$ cat src/ugns_pkg.sv
// Types and constants shared by the uniform grid neighbour search core.
// No dependencies.
`timescale 1ns / 1ps
package ugns_pkg;

  localparam int unsigned CmdW = 2;
  localparam int unsigned IdW = 16;
  localparam int unsigned CoordW = 32;
  localparam int unsigned RadW = 31;

  typedef enum logic [CmdW-1:0] {
    CMD_CLEAR = 2'd0,
    CMD_INSERT = 2'd1,
    CMD_RADIUS = 2'd2,
    CMD_NEIGH = 2'd3
  } cmd_e;

  typedef struct packed {
    logic [CmdW-1:0] cmd;
    logic [IdW-1:0] obj_id;
    logic signed [CoordW-1:0] pos_x;
    logic signed [CoordW-1:0] pos_y;
    logic signed [CoordW-1:0] pos_z;
    logic [RadW-1:0] radius;
  } cmd_t;

  typedef struct packed {
    logic [IdW-1:0] match_id;
    logic match_valid;
    logic last;
    logic overflowed;
  } res_t;

  typedef enum logic [3:0] {
    ST_IDLE,
    ST_DIV,
    ST_INS,
    ST_FIND,
    ST_SCAN_RD,
    ST_SCAN_A,
    ST_SCAN_B,
    ST_SCAN_C,
    ST_DONE
  } state_e;

  // Signed floor division job / result between control and divider.
  typedef struct packed {
    logic start;
    logic signed [CoordW:0] num;
    logic [CoordW:0] den;
  } div_req_t;

  typedef struct packed {
    logic done;
    logic signed [CoordW:0] quo;
  } div_rsp_t;

endpackage

$ cat src/ugns_front.sv
// Command front end: two-entry queue between the port and the engine.
// Depends on ugns_pkg.
`timescale 1ns / 1ps
module ugns_front import ugns_pkg::*; (
  input  logic clk_i,
  input  logic rst_ni,
  input  logic start,
  input  cmd_t cmd_i,
  output logic busy,
  output logic vld_o,
  output cmd_t cmd_o,
  input  logic pop_i
);
  cmd_t mem_q [2];
  logic wp_q, rp_q;
  logic [1:0] cnt_q;
  logic push;

  assign busy = cnt_q == 2'd2;
  assign push = start && !busy;
  assign vld_o = cnt_q != 2'd0;
  assign cmd_o = mem_q[rp_q];

  always_ff @(posedge clk_i) begin
    if (push) mem_q[wp_q] <= cmd_i;
  end

  always_ff @(posedge clk_i or negedge rst_ni) begin
    if (!rst_ni) begin
      wp_q <= 1'b0;
      rp_q <= 1'b0;
      cnt_q <= 2'd0;
    end else begin
      if (push) wp_q <= !wp_q;
      if (pop_i) rp_q <= !rp_q;
      cnt_q <= cnt_q + 2'(push) - 2'(pop_i);
    end
  end
endmodule

$ cat config.mk
export PLATFORM = sky130hd
export DESIGN_NAME = ugns_front
export DESIGN_NICKNAME = d
export VERILOG_FILES = /design/src/ugns_pkg.sv /design/src/ugns_front.sv
export SDC_FILE = /design/constraint.sdc
export NUM_CORES = 1
export LEC_CHECK = 0
export BUFFER_PORTS_ARGS = -buffer_cell sky130_fd_sc_hd__buf_2
export CAP_MARGIN = 10
export CORE_MARGIN = 8
export CORE_UTILIZATION = 50
export DETAILED_ROUTE_END_ITERATION = 16
export GPL_TIMING_DRIVEN = 0
export PLACE_DENSITY = 0.81
export SETUP_SLACK_MARGIN = 0.5
export SLEW_MARGIN = 0
export SYNTH_ARGS = -nofsm -noshare
export SYNTH_HDL_FRONTEND = slang
export SYNTH_SLANG_ARGS = --single-unit
$ cat constraint.sdc
create_clock -name clk_i -period 10 [get_ports clk_i]
set_clock_uncertainty 0.05 [all_clocks]
set_input_delay 2 -clock clk_i [delete_from_list [all_inputs] [get_ports clk_i]]
set_output_delay 2 -clock clk_i [all_outputs]
set_load 0.01 [all_outputs]
# Word-level counts from Yosys, hierarchy flattened
# Memories as Yosys holds them, arrays and structs flattened.
# Cells that the tools add are included.
# word_totals
reg_bits	4
mem_bits_rw	290
n_memories	1
# classes
addsub	2
eq_ne	1
muxes	2
n_reduce_logical	5
# mem_list
name	depth	word_bits	rd	rd_clocked_by_memory_dff	write_ports	line	text
mem_q	2	145	1	0	1	ugns_front.sv:14	cmd_t mem_q [2];
# op_table
op	n
$logic_not A1 Y1	3
$add A2 B1 Y2	1
$eq A2 B2 Y1 const B	1
$mux W1	2
$reduce_bool A2 Y1	1
$sub A2 B1 Y2	1
$logic_and A1 B1 Y1	1

# Depth between registers and ports, before layout
# Gate-level depths: netlist (run 1).
# depth
depth_word	5
mapped_depth	7
depth_no_buf	7

# Worst setup path after synthesis (run 1)
# No wires, ideal clock.
# synth_path
kind	input-to-reg
from	input port start
to	memory mem_q[0][0] in the netlist's numbering (enable)
setup_ps	651
arrival_time_ps	8114
t_required_ps	9299
slack_ps	1185
stages	2
n_path_buf	0
cell_sequence	nand2_1 > nor2_1
# synth_between
elab_chain_cells	3
# synth_lines
item	line	text
start, declared	ugns_front.sv:7	input logic start,
$logic_and A1 B1 Y1	ugns_front.sv:20	assign push = start && !busy;
$mux W1	ugns_front.sv:25	if (push) mem_q[wp_q] <= cmd_i;
$mux W1 (implied by the code)	ugns_front.sv:25	
end, declared	ugns_front.sv:14	
# Every way passes these cells.

==> impl_metrics.env, run 1 <==
export IMPL_nFillCells=1452
export IMPL_post_cts_buffers=0
export IMPL_synth_area_leaders="edfxtp_1 81%, mux2_2 15%, clkbuf_8 1.3%"
export IMPL_start_kind="flop"
export IMPL_rrSetupSlack_ns=7.71
export IMPL_r2r_end="mem_q[0][74]$_DFFE_PP_"
export IMPL_drcViolationCount=0
export IMPL_synth_edf_count=290
export IMPL_post_place_ws_ns=6.17
export IMPL_stdcell_area_mm2=0.0136
export IMPL_ant_nets=0
export IMPL_drt_iter0_drc=312
export IMPL_worstPathCellList="buf_6 > clkbuf_8 > mux2_2 > buf_2"
export IMPL_dr_pass1_iters=4
export IMPL_fmax_mhz=259
export IMPL_grt_pass1_vias=6160
export IMPL_outcome="finished, final reports clean"
export IMPL_endpoint_kind="primary output"
export IMPL_finalSetupViolations=0
export IMPL_yosysMostFrequentCell="edfxtp_1"
export IMPL_yosysWarnings=0
export IMPL_die_h_um=163
export IMPL_criticalPathCategory="flop to primary output"
export IMPL_cts_tree="yes"
export IMPL_overflow=0
export IMPL_cts_sinks=294
export IMPL_synth_ff_type="edfxtp_1"
export IMPL_hold_buffers=0
export IMPL_cp_num_cells=4
export IMPL_power_mw=4.03
export IMPL_drv_cap=0
export IMPL_layout_drive_gt1_share=0.616
export IMPL_syn_avg_cell_area_um2=22.9
export IMPL_regArea_mm2=0.00881
export IMPL_crit_end="cmd_o[46]"
export IMPL_syn_to_final_growth_pct=26.8
export IMPL_ctsLongestPathBuffers=3
export IMPL_wirelength_um=23100
export IMPL_timing_rr_start="cnt_q[1]$_DFF_PN0_"
export IMPL_worstPathMaxFanout=10
export IMPL_crit_path_max_incr_delay_ns=0.37
export IMPL_grt_pass1_wl_um=34300
export IMPL_placed_area_mm2=0.0127
export IMPL_fin_crit_sh=0.387
export IMPL_avgRoutedWirePerCell_um=21.0
export IMPL_place_inst=1045
export IMPL_clk_latency_ns=0.52
export IMPL_slowest_stage="dfrtp_1"
export IMPL_synth_top_area_frac=0.811
export IMPL_ys_top_cells_by_count="290 x edfxtp_1, 145 x mux2_2, 10 x clkbuf_8"
export IMPL_p_leak_nw=5.13
export IMPL_irDropWorstVdd_uv=183
export IMPL_grt_max_degree=66
export IMPL_slew_viol_final=0
export IMPL_postSynth_asyncResetShare=0.0136
export IMPL_ioPinCount=296
export IMPL_required_ns=7.95
export IMPL_track_usage=0.168
export IMPL_row_count=53
export IMPL_r2r_cells=6
export IMPL_hp_class="flop to flop"
export IMPL_multiInputGateArea_mm2=0.00173
export IMPL_htree_levels=1
export IMPL_arrival_ns=1.82
export IMPL_startpoint="rp_q$_DFFE_PN0P_"
export IMPL_cts_root_buf="clkbuf_16"
export IMPL_synth_cells=468
export IMPL_clk_pin_slew_ns=0.06
export IMPL_fin_ws_ns=6.13
export IMPL_cp_num_buf_inv=3
export IMPL_final_nets=952
export IMPL_netlist_area_mm2=0.0107
export IMPL_synthDistinctLibCells=14
export IMPL_antenna_found_initial=6
export IMPL_viasPerCell=5.07
export IMPL_postSynthNetCount=619
export IMPL_setup_tns_ns=0
export IMPL_synth_seq_cells=294
export IMPL_yosys_area_top_type="edfxtp_1"
export IMPL_synth_seq_area_share=0.820
export IMPL_final_hold_violation_count=0
export IMPL_cts_resized=0
export IMPL_stdcell_count=1098
export IMPL_gp_congestion=0.737
export IMPL_worstMarginPinSlew_ns=0.588
export IMPL_start_util=0.509
export IMPL_p_per_area_mw_per_mm2=296
export IMPL_rsz0062_at_grt="false"
export IMPL_relSlewSlack=0.607
export IMPL_dieArea_mm2=0.0264
export IMPL_cp_top_family="buffers and inverters"
export IMPL_cts_inserted_buffers=29
export IMPL_core_mm2=0.0211
export IMPL_numPortBuffers=295
export IMPL_dr_total_vias=5567
export IMPL_period_needed_ns=3.87
export IMPL_post_dp_hpwl_um=16400
export IMPL_fp_dieW_um=163
==> power breakdown <==
part           switching (mW)  leakage (nW)  internal [mW]
Combinational           0.678          1.96          0.595
Clock                   0.434         0.429          0.578
Sequential             0.0603          2.74           1.68
Total                    1.17          5.13           2.85
==> cells by family after synthesis <==
group / after synthesis / share of synthesized area
multiplexers: 145 / 0.152
buffers and inverters: 18 / 0.0198
AND/OR/NAND/NOR: 5 / 0.00245
adder cells (fa/ha/maj): 2 / 0.00233
XOR/XNOR: 4 / 0.00326
flip-flops: 294 / 0.820
==> layout make-up <==
| class | count | share of cell area |
|---|---|---|
| diodes | 2 | 0.000368 |
| inverters | 2 | 0.000551 |
| flip-flops and latches | 294 | 0.647 |
| clock inverters | 18 | 0.0100 |
| repair buffers | 302 | 0.120 |
| multi-input cells | 156 | 0.127 |
| well taps | 275 | 0.0253 |
| clock buffers | 33 | 0.0544 |
| plain buffers | 16 | 0.0151 |
==> per-layer routing <==
metal / share of wire / routed length, um / global-route usage
met4: 0.025 / 581 / 0.0563
met2: 0.52 / 12000 / 0.300
met5: 0.0023 / 54 / 0
met3: 0.097 / 2250 / 0.0680
met1: 0.36 / 8240 / 0.177
==> cell usage in the layout (no fill, tap or decap), drive strengths merged <==
cell type / Yosys / final
nand2b: 1 / 1
ha: 2 / 2
diode: 0 / 2
nor2: 1 / 1
clkinv: 0 / 14
clkbuf: 10 / 43
or2: 1 / 1
mux2: 145 / 145
bufinv: 0 / 2
dfrtp: 4 / 4
inv: 2 / 2
buf: 6 / 308
nand2: 1 / 1
xnor2: 3 / 3
xor2: 1 / 1
edfxtp: 290 / 290
and3: 1 / 1
clkinvlp: 0 / 2
==> state kept, by name (all words and copies together), names as in the netlist <==
signal and cells:
mem_q 290, cnt_q 2, rp_q 1, wp_q 1
==> worst min-delay path by stage <==
stage | start | end | cells after the start
final | cnt_q[0]$_DFF_PN0_ | cnt_q[0]$_DFF_PN0_ | 1
after global routing | cnt_q[0]$_DFF_PN0_ | cnt_q[0]$_DFF_PN0_ | 1
after CTS | cnt_q[0]$_DFF_PN0_ | cnt_q[0]$_DFF_PN0_ | 1
after detailed placement | cnt_q[0]$_DFF_PN0_ | cnt_q[0]$_DFF_PN0_ | 1
after global placement | wp_q$_DFFE_PN0P_ | wp_q$_DFFE_PN0P_ | 1
after floorplan | wp_q$_DFFE_PN0P_ | wp_q$_DFFE_PN0P_ | 1
==> metrics by stage <==
step / hold WS (ns) / util
2_1_floorplan: 0.410 / -
3_3_place_gp: 0.425 / 0.596
3_5_place_dp: 0.457 / 0.604
4_1_cts: 0.471 / 0.646
5_1_grt: 0.531 / 0.646
6_report: 0.487 / 0.646
(Power assumes the default switching activity.)
==> run 2: changes to the inputs <==
- CORE_UTILIZATION: 50 -> 47
- PLACE_DENSITY: 0.81 -> 0.8
- clock period: 10 -> 3.5 ns (I/O delays scaled with it)
==> run 2 against run 1 <==
Combinational power grew to 2.9 times the previous value. Critical endpoint is now cmd_o[91]. Sequential power grew to 2.9 times the previous value. Hold slack worse by 0.18 ns.
==> impl_metrics.env, run 2 (synthesis gave the netlist of run 1 again) <==
export IMPL_hp_class="primary input to flop"
export IMPL_rrSetupSlack_ns=1.09
export IMPL_grt_max_degree=52
export IMPL_r2r_end="mem_q[1][3]$_DFFE_PP_"
export IMPL_mostFrequentLayoutCells="295 x buf_2, 290 x edfxtp_1, 145 x mux2_2"
export IMPL_endpoint_kind="primary output"
export IMPL_syn_to_final_growth_pct=27.0
export IMPL_holdCritStartpoint="cmd_i[19]"
export IMPL_p_switching_mw=3.27
export IMPL_outcome="finished, final reports clean"
export IMPL_avgRoutedWirePerCell_um=19.7
export IMPL_ant_nets=0
export IMPL_start_kind="flop"
export IMPL_fin_crit_sh=0.741
export IMPL_start_util=0.476
export IMPL_rsz0062_at_grt="false"
export IMPL_slowest_stage="dfrtp_1"
export IMPL_required_ns=2.75
export IMPL_ioPinCount=296
export IMPL_dr_total_vias=5455
export IMPL_p_per_area_mw_per_mm2=838
export IMPL_arrival_ns=1.85
export IMPL_core_mm2=0.0226
export IMPL_wirelength_um=21900
export IMPL_worstPathCellList="buf_6 > clkbuf_8 > mux2_2 > buf_2"
export IMPL_largestRegisters="mem_q x290, cnt_q x2"
export IMPL_hold_depth=1
export IMPL_regMostFlops="mem_q"
export IMPL_drt_iter0_drc=321
export IMPL_timing_rr_start="cnt_q[1]$_DFF_PN0_"
export IMPL_gp_congestion=0.720
export IMPL_cts_inserted_buffers=29
export IMPL_relSlewSlack=0.511
export IMPL_drcViolationCount=0
export IMPL_row_count=55
export IMPL_p_sw_frac=0.286
export IMPL_post_cts_buffers=0
export IMPL_layout_commonest_cell="buf_2"
export IMPL_numPortBuffers=295
export IMPL_clk_pin_slew_ns=0.06
export IMPL_drv_cap=0
export IMPL_clock_power_share=0.249
export IMPL_power_mw=11.4
export IMPL_holdWs_ns=0.302
export IMPL_slew_viol_final=0
export IMPL_htree_levels=1
export IMPL_ctsLongestPathBuffers=3
export IMPL_die_h_um=167
export IMPL_grt_pass1_wl_um=32400
export IMPL_cts_tree="yes"
export IMPL_r2r_cells=4
export IMPL_irDropWorstVdd_uv=579
export IMPL_power_frac_comb=0.317
export IMPL_clk_latency_ns=0.53
export IMPL_fmax_mhz=385
export IMPL_layout_drive_gt1_share=0.612
export IMPL_fp_dieW_um=167
export IMPL_track_usage=0.148
export IMPL_crit_path_max_incr_delay_ns=0.37
export IMPL_stdcell_area_mm2=0.0136
export IMPL_final_hold_violation_count=0
export IMPL_period_needed_ns=2.60
export IMPL_final_nets=953
export IMPL_hold_end="mem_q[0][19]$_DFFE_PP_"
export IMPL_overflow=0
export IMPL_dieArea_mm2=0.0279
export IMPL_criticalPathCategory="flop to primary output"
export IMPL_nFillCells=1645
export IMPL_finalSetupViolations=0
export IMPL_viasPerCell=4.92
export IMPL_cts_sinks=294
export IMPL_placed_area_mm2=0.0128
export IMPL_antenna_found_initial=4
export IMPL_cts_root_buf="clkbuf_16"
export IMPL_worstMarginPinSlew_ns=0.734
export IMPL_p_leak_nw=5.12
export IMPL_seqPwrFrac=0.434
export IMPL_fin_util=0.604
export IMPL_post_dp_hpwl_um=15600
export IMPL_largest_register_ffs=290
export IMPL_worstPathMaxFanout=10
export IMPL_grt_pass1_vias=5988
export IMPL_setup_tns_ns=0
export IMPL_dr_pass1_iters=6
export IMPL_power_internal_mw=8.17
[run 2: changes by cell type in the layout (fill, tap and decap cells not counted)]
cell / previous run / this run
buf_12: 4 / 5
dlygate4sd3_1: 0 / 1
nand2_1: 1 / 0
clkinvlp_4: 2 / 1
clkbuf_1: 4 / 10
inv_6: 0 / 1
clkinv_1: 7 / 5
nand2_8: 0 / 1
diode_2: 2 / 1
buf_16: 3 / 2
clkinv_2: 7 / 3
[run 2: metal layers]
| metal | vias up | share of wire | GRT usage |
|---|---|---|---|
| met5 | - | 0.0024 | 0 |
| met4 | 8 | 0.016 | 0.0373 |
| met3 | 36 | 0.095 | 0.0590 |
| met2 | 216 | 0.52 | 0.272 |
| met1 | 2661 | 0.36 | 0.156 |
| li1 | 2534 | - | - |
[run 2: through the flow]
| step | cells | setup WS (ns) |
|---|---|---|
| floorplan | 468 | 0.135 |
| global placement | 1048 | -1.19 |
| detailed placement | 1055 | 0.878 |
| CTS | 1107 | 0.832 |
| global route | 1107 | 0.812 |
| finish | 1108 | 0.905 |
[run 2: cell type report]
class                           count  area, um^2  share of cell area
Inverter                            2        7.51            0.000550
Buffer                             16         205              0.0150
Antenna cell                        1        2.50            0.000183
Clock inverter                     12         110             0.00807
Multi-Input combinational cell    156        1750               0.128
Clock buffer                       39         763              0.0559
Timing Repair Buffer              303        1640               0.120
Sequential cell                   294        8810               0.646
Tap cell                          285         357              0.0261
[run 2: worst max path at each step]
stage,from,endpoint,slack [ns],cells past startpoint
finish,rp_q$_DFFE_PN0P_,cmd_o[91],0.90,4
global placement,start,mem_q[0][5]$_DFFE_PP_,-1.19,3
CTS,rp_q$_DFFE_PN0P_,cmd_o[91],0.83,4
global route,rp_q$_DFFE_PN0P_,cmd_o[87],0.81,4
detailed placement,start,mem_q[1][8]$_DFFE_PP_,0.88,4
floorplan,start,mem_q[0][0]$_DFFE_PP_,0.13,2
[run 2: power by group through the flow]
stage	sequential, mW	combinational, mW	clock, mW
4_1_cts	4.97	3.72	2.94
3_5_place_dp	5.05	3.70	0
5_1_grt	5.03	3.89	3.07
6_report	4.97	3.62	2.85
2_1_floorplan	5.04	2.22	0
3_3_place_gp	5.10	3.53	0
[run 2: what timing repair did]
action                                 in CTS  in global routing
hold buffers                                1                  0
resized for setup                           0                  0
endpoints found under the hold margin       4                  0
[run 2: critical path: cells and delay by family, from the launching register on]
family	cells	cell delay (ns)
buffers and inverters	3	0.59
DFF	1	0.37
muxes	1	0.34
